===== config.mk =====
export PLATFORM = sky130hd
export DESIGN_NAME = tcw_ctrl
export DESIGN_NICKNAME = d
export VERILOG_FILES = /design/src/sv/tcw_pkg.sv /design/src/sv/tcw_ctrl.sv
export SDC_FILE = /design/constraint.sdc
export NUM_CORES = 1
export LEC_CHECK = 0
export CORE_AREA = 2 2 39 41
export DETAILED_ROUTE_END_ITERATION = 7
export DIE_AREA = 0 0 41 43
export DONT_BUFFER_PORTS = 1
export PLACE_DENSITY_LB_ADDON = 0.08
export SYNTH_ARGS = -nofsm -noshare
export SYNTH_HDL_FRONTEND = slang
export SYNTH_SLANG_ARGS = --single-unit

===== constraint.sdc =====
create_clock -name clk -period 1.35 [get_ports clk]
set_clock_uncertainty 0.05 [all_clocks]
set_input_delay 0.0675 -clock clk [delete_from_list [all_inputs] [get_ports clk]]
set_output_delay 0.0675 -clock clk [all_outputs]
set_load 0.01 [all_outputs]

===== src/sv/tcw_pkg.sv =====
// Shared types and constants of the text console character writer.
`default_nettype none

package tcw_pkg;

  // Item function selector
  typedef enum logic [1:0] {
    FUNC_PUT   = 2'd0,
    FUNC_CLEAR = 2'd1,
    FUNC_READ  = 2'd2,
    FUNC_NOP   = 2'd3
  } func_t;

  // Control characters
  localparam logic [7:0] CH_BS = 8'h08;
  localparam logic [7:0] CH_LF = 8'h0A;
  localparam logic [7:0] CH_CR = 8'h0D;

  // Register map: bit 2 of paddr selects the register word
  localparam logic ADDR_TEXT_ATTR = 1'b0;
  localparam logic [7:0] TEXT_ATTR_RESET = 8'h0F;

  // Commands from controller to datapath
  typedef struct packed {
    logic capture;      // load the accepted item
    logic cursor_step;  // apply a put-character cursor move and cell write
    logic bs_write;     // write back a cell with its character byte cleared
    logic home;         // cursor to row 0, column 0
    logic row_dec;      // cursor up one row after a scroll
    logic sw_clr;       // restart the sweep index
    logic zero_step;    // write zero at the sweep index and advance
    logic copy_rd;      // read one row below the sweep index and advance
    logic out_load;     // move the result into the output register
  } tcw_cmd_t;

  // Status from datapath to controller
  typedef struct packed {
    func_t func;
    logic  is_bs;
    logic  col_zero;
    logic  row_last;
    logic  end_copy;
    logic  end_clr;
    logic  end_all;
    logic  out_free;
  } tcw_sts_t;

endpackage

`default_nettype wire


===== src/sv/tcw_ctrl.sv =====
// Controller state machine of the text console: sequences item work and store sweeps.
`default_nettype none

module tcw_ctrl
  import tcw_pkg::*;
(
  input  wire logic     clk,
  input  wire logic     rst,
  input  wire logic     in_valid,
  output logic          in_ready,
  input  wire tcw_sts_t sts,
  output tcw_cmd_t      cmd
);

  typedef enum logic [3:0] {
    S_INIT,
    S_IDLE,
    S_EXEC,
    S_BS_RD,
    S_BS_WR,
    S_POST,
    S_SCR_COPY,
    S_SCR_WAIT,
    S_SCR_ZERO,
    S_CLR,
    S_DONE
  } state_t;

  state_t state, state_next;

  assign in_ready = (state == S_IDLE);

  // Decode commands and next state
  always_comb begin
    cmd        = '0;
    state_next = state;
    unique case (state)
      S_INIT: begin
        cmd.zero_step = 1'b1;
        if (sts.end_all) begin
          state_next = S_IDLE;
        end
      end
      S_IDLE: begin
        if (in_valid) begin
          cmd.capture = 1'b1;
          state_next  = S_EXEC;
        end
      end
      S_EXEC: begin
        case (sts.func)
          FUNC_PUT: begin
            cmd.cursor_step = 1'b1;
            if (sts.is_bs && !sts.col_zero) begin
              state_next = S_BS_RD;
            end else begin
              state_next = S_POST;
            end
          end
          FUNC_CLEAR: begin
            cmd.sw_clr = 1'b1;
            state_next = S_CLR;
          end
          default: begin
            state_next = S_DONE;
          end
        endcase
      end
      S_BS_RD: begin
        state_next = S_BS_WR;
      end
      S_BS_WR: begin
        cmd.bs_write = 1'b1;
        state_next   = S_POST;
      end
      S_POST: begin
        if (sts.row_last) begin
          cmd.sw_clr = 1'b1;
          state_next = S_SCR_COPY;
        end else begin
          state_next = S_DONE;
        end
      end
      S_SCR_COPY: begin
        cmd.copy_rd = 1'b1;
        if (sts.end_copy) begin
          state_next = S_SCR_WAIT;
        end
      end
      S_SCR_WAIT: begin
        cmd.row_dec = 1'b1;
        state_next  = S_SCR_ZERO;
      end
      S_SCR_ZERO: begin
        cmd.zero_step = 1'b1;
        if (sts.end_clr) begin
          state_next = S_DONE;
        end
      end
      S_CLR: begin
        cmd.zero_step = 1'b1;
        if (sts.end_clr) begin
          cmd.home   = 1'b1;
          state_next = S_DONE;
        end
      end
      S_DONE: begin
        if (sts.out_free) begin
          cmd.out_load = 1'b1;
          state_next   = S_IDLE;
        end
      end
      default: begin
        state_next = S_IDLE;
      end
    endcase
  end

  // Hold state
  always_ff @(posedge clk) begin
    if (rst) begin
      state <= S_INIT;
    end else begin
      state <= state_next;
    end
  end

endmodule

`default_nettype wire


Word-level counts from Yosys, hierarchy flattened
Index checks and enable logic that the tools add are counted.
{"block": "classes", "n_addsub": 0, "mul": 0, "div_mod_pow": 0, "magnitude_cmp": 0, "eq_ne": 16, "shift": 0, "muxes": 24, "bitwise": 0, "n_reduce_logical": 7}
{"cell": "4-bit one-hot mux with 10 select lines", "count": 1}
{"cell": "4-bit 2-to-1 mux", "count": 6}
{"cell": "4-bit by 3-bit equality test with 1-bit output (second input constant)", "count": 4}
{"cell": "1-bit 2-to-1 mux", "count": 14}
{"cell": "4-bit equality test (second input constant)", "count": 3}
{"cell": "4-bit by 2-bit equality test with 1-bit output (second input constant)", "count": 2}
{"cell": "2-bit != test (second input constant)", "count": 4}
{"cell": "4-bit one-hot mux with 2 select lines", "count": 1}
{"cell": "5-bit AND reduction", "count": 1}
{"cell": "4-bit by 1-bit equality test with 1-bit output (second input constant)", "count": 1}
{"cell": "4-bit logical NOT", "count": 1}
{"cell": "3-bit 2-to-1 mux", "count": 1}
{"cell": "3-bit OR reduction", "count": 1}
{"cell": "2-bit by 1-bit equality test with 1-bit output (second input constant)", "count": 1}
{"cell": "2-bit logical NOT", "count": 1}
{"cell": "2-bit by 1-bit != test with 1-bit output (second input constant)", "count": 1}
{"cell": "1-bit one-hot mux with 2 select lines", "count": 1}
{"cell": "2-bit OR reduction", "count": 1}
{"cell": "1-bit logical AND", "count": 1}
{"cell": "1-bit logical NOT", "count": 1}
{"block": "totals", "register_bits": 4, "latch_bits": 0, "ramBits": 0, "romBits": 0, "in_bits": 12, "output_inout_bits": 10, "wordCells": 48, "memories": 0}

Logic depth before layout (Yosys ltp)
Gate-level depths: netlist of the first run.
{"block": "logic_depth", "depth_word": 5, "ltp_mapped": 5, "ltp_nobuf": 4}

Worst setup path before layout of the first run
Ideal clock, no wire load.
{"block": "synth_timing", "path_type": "reg-to-output", "start": "register state[0]", "end": "output port cmd[8] in the netlist's numbering", "t_arrival_ps": 1361, "required_time_ps": 1233, "setup_slack_ps": -129, "path_stages_with_launch": 5, "path_buffers": 1, "path_cell_list": "dfxtp_1 -> buf_2 -> inv_2 -> nor4_1 -> and2_1"}
{"item": "start: declaration", "line": "tcw_ctrl.sv:29", "text": "state_t state, state_next;"}
{"item": "start signal: assignment", "line": "tcw_ctrl.sv:124", "text": "state <= state_next;"}
{"item": "end: declaration", "line": "tcw_ctrl.sv:12", "text": "output tcw_cmd_t cmd"}

==> results.ini, run 1 <==
[sta]
finalSetupTns_ns=-0.3232
layout_worst_path_cycle_share=1.082
setup-violations-final=5
post-route-worst-setup-slack_ns=-0.1100
rsz_0062_raised_after_global_routing=true
number_of_pins_with_negative_max_slew_slack_in_the_final_report=0
hold_viol=0
timing_worst_slew_pin_value_ns=0.3690
fmax_ghz=0.6849
timing.final.crit_period_ns=1.460
normalized_max_slew_margin=0.7521
whs_ns=0.07120

[logic_synthesis]
ys_seq_area_frac=0.1829
synth_cells=62
synth-edff-count=0
syn-cell-area_um2=437.9
syn-num-nets=74
ys.flop_type=dfxtp_1
netlist-cell-type-count=31
postSynthRegisterBits=4
postSynth.asyncResetShare=0
syn-mean-instance-area_um2=7.063
yosys_warnings=0

[cts]
cts.root.buffer_cell=clkbuf_4
cts-htree-levels=1
cts_made_buffers=3
clock_latency_ns=0.23
tritoncts=built
numClockSinks=4
clock_tree_buffer_depth=2
worst_setup_hold_path_clk_slew_ns=0.04

[worst_hold_path]
hold_path_depth=3
worstHoldStart=sts[3]
hold_path_class=input port to register
timing.hold.worst_endpoint=state[3]

[route]
aggregate_routed_wire_length_mm=1.395
vias_per_cell=5.264
vias=558
drt.antenna.violating_nets=0
drtIter0Drc=6
number_of_detailed_routing_iterations_run_before_antenna_repair=2
detail_route.drc_violations=0
detail_route.wl_per_cell_um=13.16

[floorplan]
floorplan.die_area_um2=1763
floorplan.io_pins=22
chipWidth_um=41
fp.dieH_um=43
initial_core_util=0.3165
cell_rows=14
core_footprint_um2=1384

[placement]
place.gp.congestion=0.7606
hpwl_mm=1.005
place.port_buffers=0
place_inst=95

[final_layout]
diodes=0
largest_reg_flops=4
max_flop_register=state
largest_registers=state (4)
share_of_layout_cells_above_drive_strength_1=0.5556
nets=104
final_cell_mix=buf_4 (18), buf_6 (10), a21oi_1 (4)
synthToLayoutAreaGrowth_pct=88.29
layout_commonest_cell=buf_4
final_cells=106
fin_util=0.5958
fill_cells=142

[setup_path]
endpoint_kind=primary output
reg2reg_from=state[1]
worst-endpoint-required_ns=1.23
timing.critical_path.arrival_ns=1.34
worst_r2r_path_depth=5
r2r_setup_slack_ns=-0.06
path_max_fanout=4
path_class=register to primary output
timing.rr.end=state[0]
timing.critical_path.from_type=register

[global_routing]
global_route_wire_length_before_repair_mm=2.118
grt_remaining_overflow=0
number_of_global_route_vias_before_repair=514
number_of_antenna_violations_at_the_first_check_in_global_routing=0
grt_use_total=0.1719
grt_max_degree=11

[job]
drv.max_cap_violation_count=0

[pwr]
power_per_cell_area_nw_per_um2=2116
power_mw=1.745
power_leakage_nw=0.3573
power.ir.vdd_worst_v=0.001012

[outcome]
run_status=finished, violations left
violations_in_the_final_reports=negative setup slack

==> area by class of cell <==
class | count | area [µm²] | area share
timing repair buffer | 29 | 257.7 | 0.3126
sequential | 4 | 92.59 | 0.1123
tap | 16 | 20.02 | 0.02428
multi-input combinational | 51 | 415.4 | 0.5038
inverter | 3 | 16.27 | 0.01973
clock buffer | 3 | 22.52 | 0.02731
==> synthesized netlist by cell type, drive strengths merged (2+ instances only) <==
library cell	count	share of area
a21oi	5	0.057
nand3	2	0.023
dfxtp	4	0.18
inv	3	0.026
nand2	3	0.026
nor4	2	0.043
nor2b	3	0.043
a21o	3	0.051
buf	3	0.034
nor3	5	0.057
a211o	2	0.040
nor2	4	0.034
o21ai	5	0.057
nand2b	2	0.029
a211oi	2	0.034
==> power by group <==
part	internal, mW	switching [mW]	total, mW	leakage, nW
registers	0.191	0.0936	0.284	0.0353
logic	0.752	0.561	1.31	0.308
clock network	0.0994	0.0477	0.147	0.0138
total	1.04	0.702	1.74	0.357
==> repair_timing <==
item	CTS	global route
setup endpoints to repair	12	10
hold endpoints to repair	4	0
resized for setup	23	15
hold buffers	1	0
pin swaps	3	6
buffers inserted	2	5
cloned	0	0
==> worst max-delay path, stage by stage (launching register included) <==
cell	delay [ns]
dfxtp_2	0.34
buf_6	0.12
or2_4	0.25
nor4_4	0.24
buf_4	0.17
==> how the worst max path moves through the flow <==
| stage | startpoint | slack [ns] | end |
|---|---|---|---|
| 2_1_floorplan | state[0] | 0.04 | state[0] |
| 3_3_place_gp | state[1] | -0.11 | state[3] |
| 3_5_place_dp | state[1] | -0.08 | state[3] |
| 4_1_cts | state[3] | -0.13 | cmd[7] |
| 5_1_grt | state[3] | -0.15 | cmd[7] |
| 6_report | state[3] | -0.11 | cmd[7] |
==> per-stage QoR <==
stage	cell area (µm²)	setup WS [ns]
2_1_floorplan	452.9	0.03522
3_3_place_gp	611.8	-0.1098
3_5_place_dp	611.8	-0.08246
4_1_cts	742.0	-0.1321
5_1_grt	824.5	-0.1493
6_report	824.5	-0.1100
==> layer usage <==
layer  vias up  routed length (µm)  global-route usage
li1        287                   -                   -
met1       263                 605              0.2258
met2         8                 747              0.2781
met3         0                  41             0.01571
met4         0                   0             0.06000
met5         -                   0                   0
==> cell families (layout without fill, tap and decap cells) <==
logic type	count (synthesis)	after routing	share of synthesized area
buffers and inverters	7	35	0.06855
xor gates and xnor gates	1	1	0.02000
AOI/OAI and AO/OA	21	21	0.3171
DFF	4	4	0.1829
and+or+nand+nor	28	28	0.3886
muxes	1	1	0.02286
Note: power is estimated with default switching activity, not from simulation.
==> run 2: changes to the inputs <==
- clock period: 1.35 -> 1.3 ns (I/O delays scaled with it)
==> results.ini, run 2 (same netlist as run 1, synthesis figures left out) <==
[pwr]
power_leakage_nw=0.3682  ; +3.0%
combPwrFrac=0.778  ; +0.025
power_per_cell_area_nw_per_um2=2248  ; +6.2%
power.ir.vdd_worst_v=0.001433  ; +42%
power.share.switching=0.4099  ; +0.007481
power_frac_seq=0.143  ; -0.020
p_clk_frac=0.079  ; -0.005
power_mw=1.949  ; +12%
total_switching_power_mw=0.7989  ; +14%
p_int_mw=1.150  ; +10%

[sta]
setup-violations-final=9  ; +4
layout_worst_path_cycle_share=1.098
hold_viol=0  ; unchanged
fmax_ghz=0.7007
normalized_max_slew_margin=0.7496  ; -0.002472
timing_worst_slew_pin_value_ns=0.3727  ; +0.003680 ns
number_of_pins_with_negative_max_slew_slack_in_the_final_report=0  ; unchanged
post-route-worst-setup-slack_ns=-0.1272  ; -0.01713 ns
rsz_0062_raised_after_global_routing=true
timing.final.crit_period_ns=1.427

[floorplan]
initial_core_util=0.3165  ; unchanged
cell_rows=14  ; unchanged
fp.dieH_um=43  ; unchanged
floorplan.io_pins=22  ; unchanged
chipWidth_um=41  ; unchanged
floorplan.die_area_um2=1763  ; unchanged
core_footprint_um2=1384  ; unchanged

[route]
detail_route.wl_per_cell_um=13.96  ; +6.1%
number_of_detailed_routing_iterations_run_before_antenna_repair=4  ; +2
vias=588  ; +5.4%
detail_route.drc_violations=0  ; unchanged
drt.antenna.violating_nets=0  ; unchanged
vias_per_cell=5.444  ; +3.4%
drtIter0Drc=10  ; +4
aggregate_routed_wire_length_mm=1.508  ; +8.1%

[outcome]
violations_in_the_final_reports=negative setup slack
run_status=finished, violations left

[worst_hold_path]
worstHoldStart=sts[6]
hold_path_depth=3  ; unchanged
timing.hold.worst_endpoint=state[2]
hold_path_class=input port to register

[global_routing]
grt_max_degree=10  ; -1
grt_remaining_overflow=0  ; unchanged
number_of_antenna_violations_at_the_first_check_in_global_routing=0  ; unchanged
number_of_global_route_vias_before_repair=566  ; +10%
global_route_wire_length_before_repair_mm=2.359  ; +11%
grt_use_total=0.1948  ; +0.02292

[final_layout]
largest_registers=state (4)
nets=106  ; +1.9%
final_cell_mix=buf_4 (22), buf_6 (8)
synthToLayoutAreaGrowth_pct=98.00
share_of_layout_cells_above_drive_strength_1=0.6413  ; +0.08575
max_flop_register=state
largest_reg_flops=4  ; unchanged
design_area_um2=867.1  ; +5.2%
final_cells=108  ; +1.9%
diodes=0  ; unchanged
layout_commonest_cell=buf_4

[placement]
hpwl_mm=1.060  ; +5.5%
place.port_buffers=0  ; unchanged
place.gp.congestion=0.7547  ; -0.78%
place_inst=98  ; +3.2%
dpl-instance-area_um2=634.4  ; +3.7%

[setup_path]
endpoint_kind=primary output
worst-endpoint-required_ns=1.19  ; -0.04 ns
path_class=register to primary output
r2r_setup_slack_ns=-0.10  ; -0.04 ns
timing.critical_path.from_type=register
timing.rr.end=state[0]
reg2reg_from=state[1]
timing.critical_path.arrival_ns=1.31  ; -0.03 ns
path_max_fanout=4  ; unchanged
worst_r2r_path_depth=5  ; unchanged

[cts]
cts-htree-levels=1  ; unchanged
cts_made_buffers=3  ; unchanged
clock_tree_buffer_depth=2  ; unchanged
tritoncts=built
cts.root.buffer_cell=clkbuf_4
clock_latency_ns=0.23  ; about the same
numClockSinks=4  ; unchanged
worst_setup_hold_path_clk_slew_ns=0.04  ; about the same

[job]
drv.max_cap_violation_count=0  ; unchanged

## run 2: cell types whose count changed in the layout (fill, tap and decap cells not counted), moves of 2 or more
cell     before  now
buf_6        10    8
a21oi_2       1    3
a21oi_1       4    1
buf_4        18   22
## run 2: worst max path at each step
stage | from | endpoint | slack, ns | cells after the start
final | state[0] | cmd[7] | -0.13 | 4
after global routing | state[0] | state[1] | -0.19 | 7
after CTS | state[0] | cmd[7] | -0.14 | 4
after detailed placement | state[0] | state[0] | -0.15 | 5
after global placement | state[0] | state[0] | -0.16 | 5
after floorplan | state[0] | state[0] | 0.006 | 4
## run 2: stage by stage
stage,utilization,hold WS (ns),setup TNS (ns),setup WS [ns]
6_report,0.6266,0.08323,-0.5966,-0.1272
5_1_grt,0.6266,0.1005,-1.244,-0.1893
4_1_cts,0.5651,0.06612,-0.5158,-0.1362
3_5_place_dp,0.4584,0.09188,-0.4494,-0.1502
3_3_place_gp,0.4584,0.09004,-0.4486,-0.1646
2_1_floorplan,-,0.08407,0,0.006422
## run 2: what timing repair did
item / CTS / global route
setup buffers: 3 / 3
hold buffers: 1 / 0
resized for setup: 26 / 15
endpoints found under the setup margin: 13 / 12
pin swaps: 8 / 11
endpoints found under the hold margin: 4 / 0
## run 2: area by class of cell
type | instances | area [µm²]
well taps | 16 | 20.02
fillers | 128 | 516.7
clock buffers | 3 | 22.52
repair buffers | 31 | 265.3
flip-flops and latches | 4 | 92.59
multi-input cells | 51 | 452.9
inverters | 3 | 13.76
## run 2: power by group through the flow
stage	logic (mW)	clock network [mW]	registers (mW)
finish	1.52	0.154	0.279
global route	1.64	0.170	0.289
CTS	1.33	0.165	0.273
detailed placement	1.07	0	0.252
global placement	1.07	0	0.252
floorplan	0.624	0	0.217
## run 2: layer usage
metal / share of wire / routed length (µm) / GRT usage
met5: 0 / 0 / 0
met4: 0.011 / 17 / 0.08000
met3: 0.029 / 43 / 0.03141
met2: 0.54 / 816 / 0.3125
met1: 0.42 / 631 / 0.2444
## run 2: critical path, stage by stage (launching register included)
cell and delay, ns:
dfxtp_2 0.32, buf_6 0.11, or2_4 0.25, nor4_4 0.24
buf_4 0.17
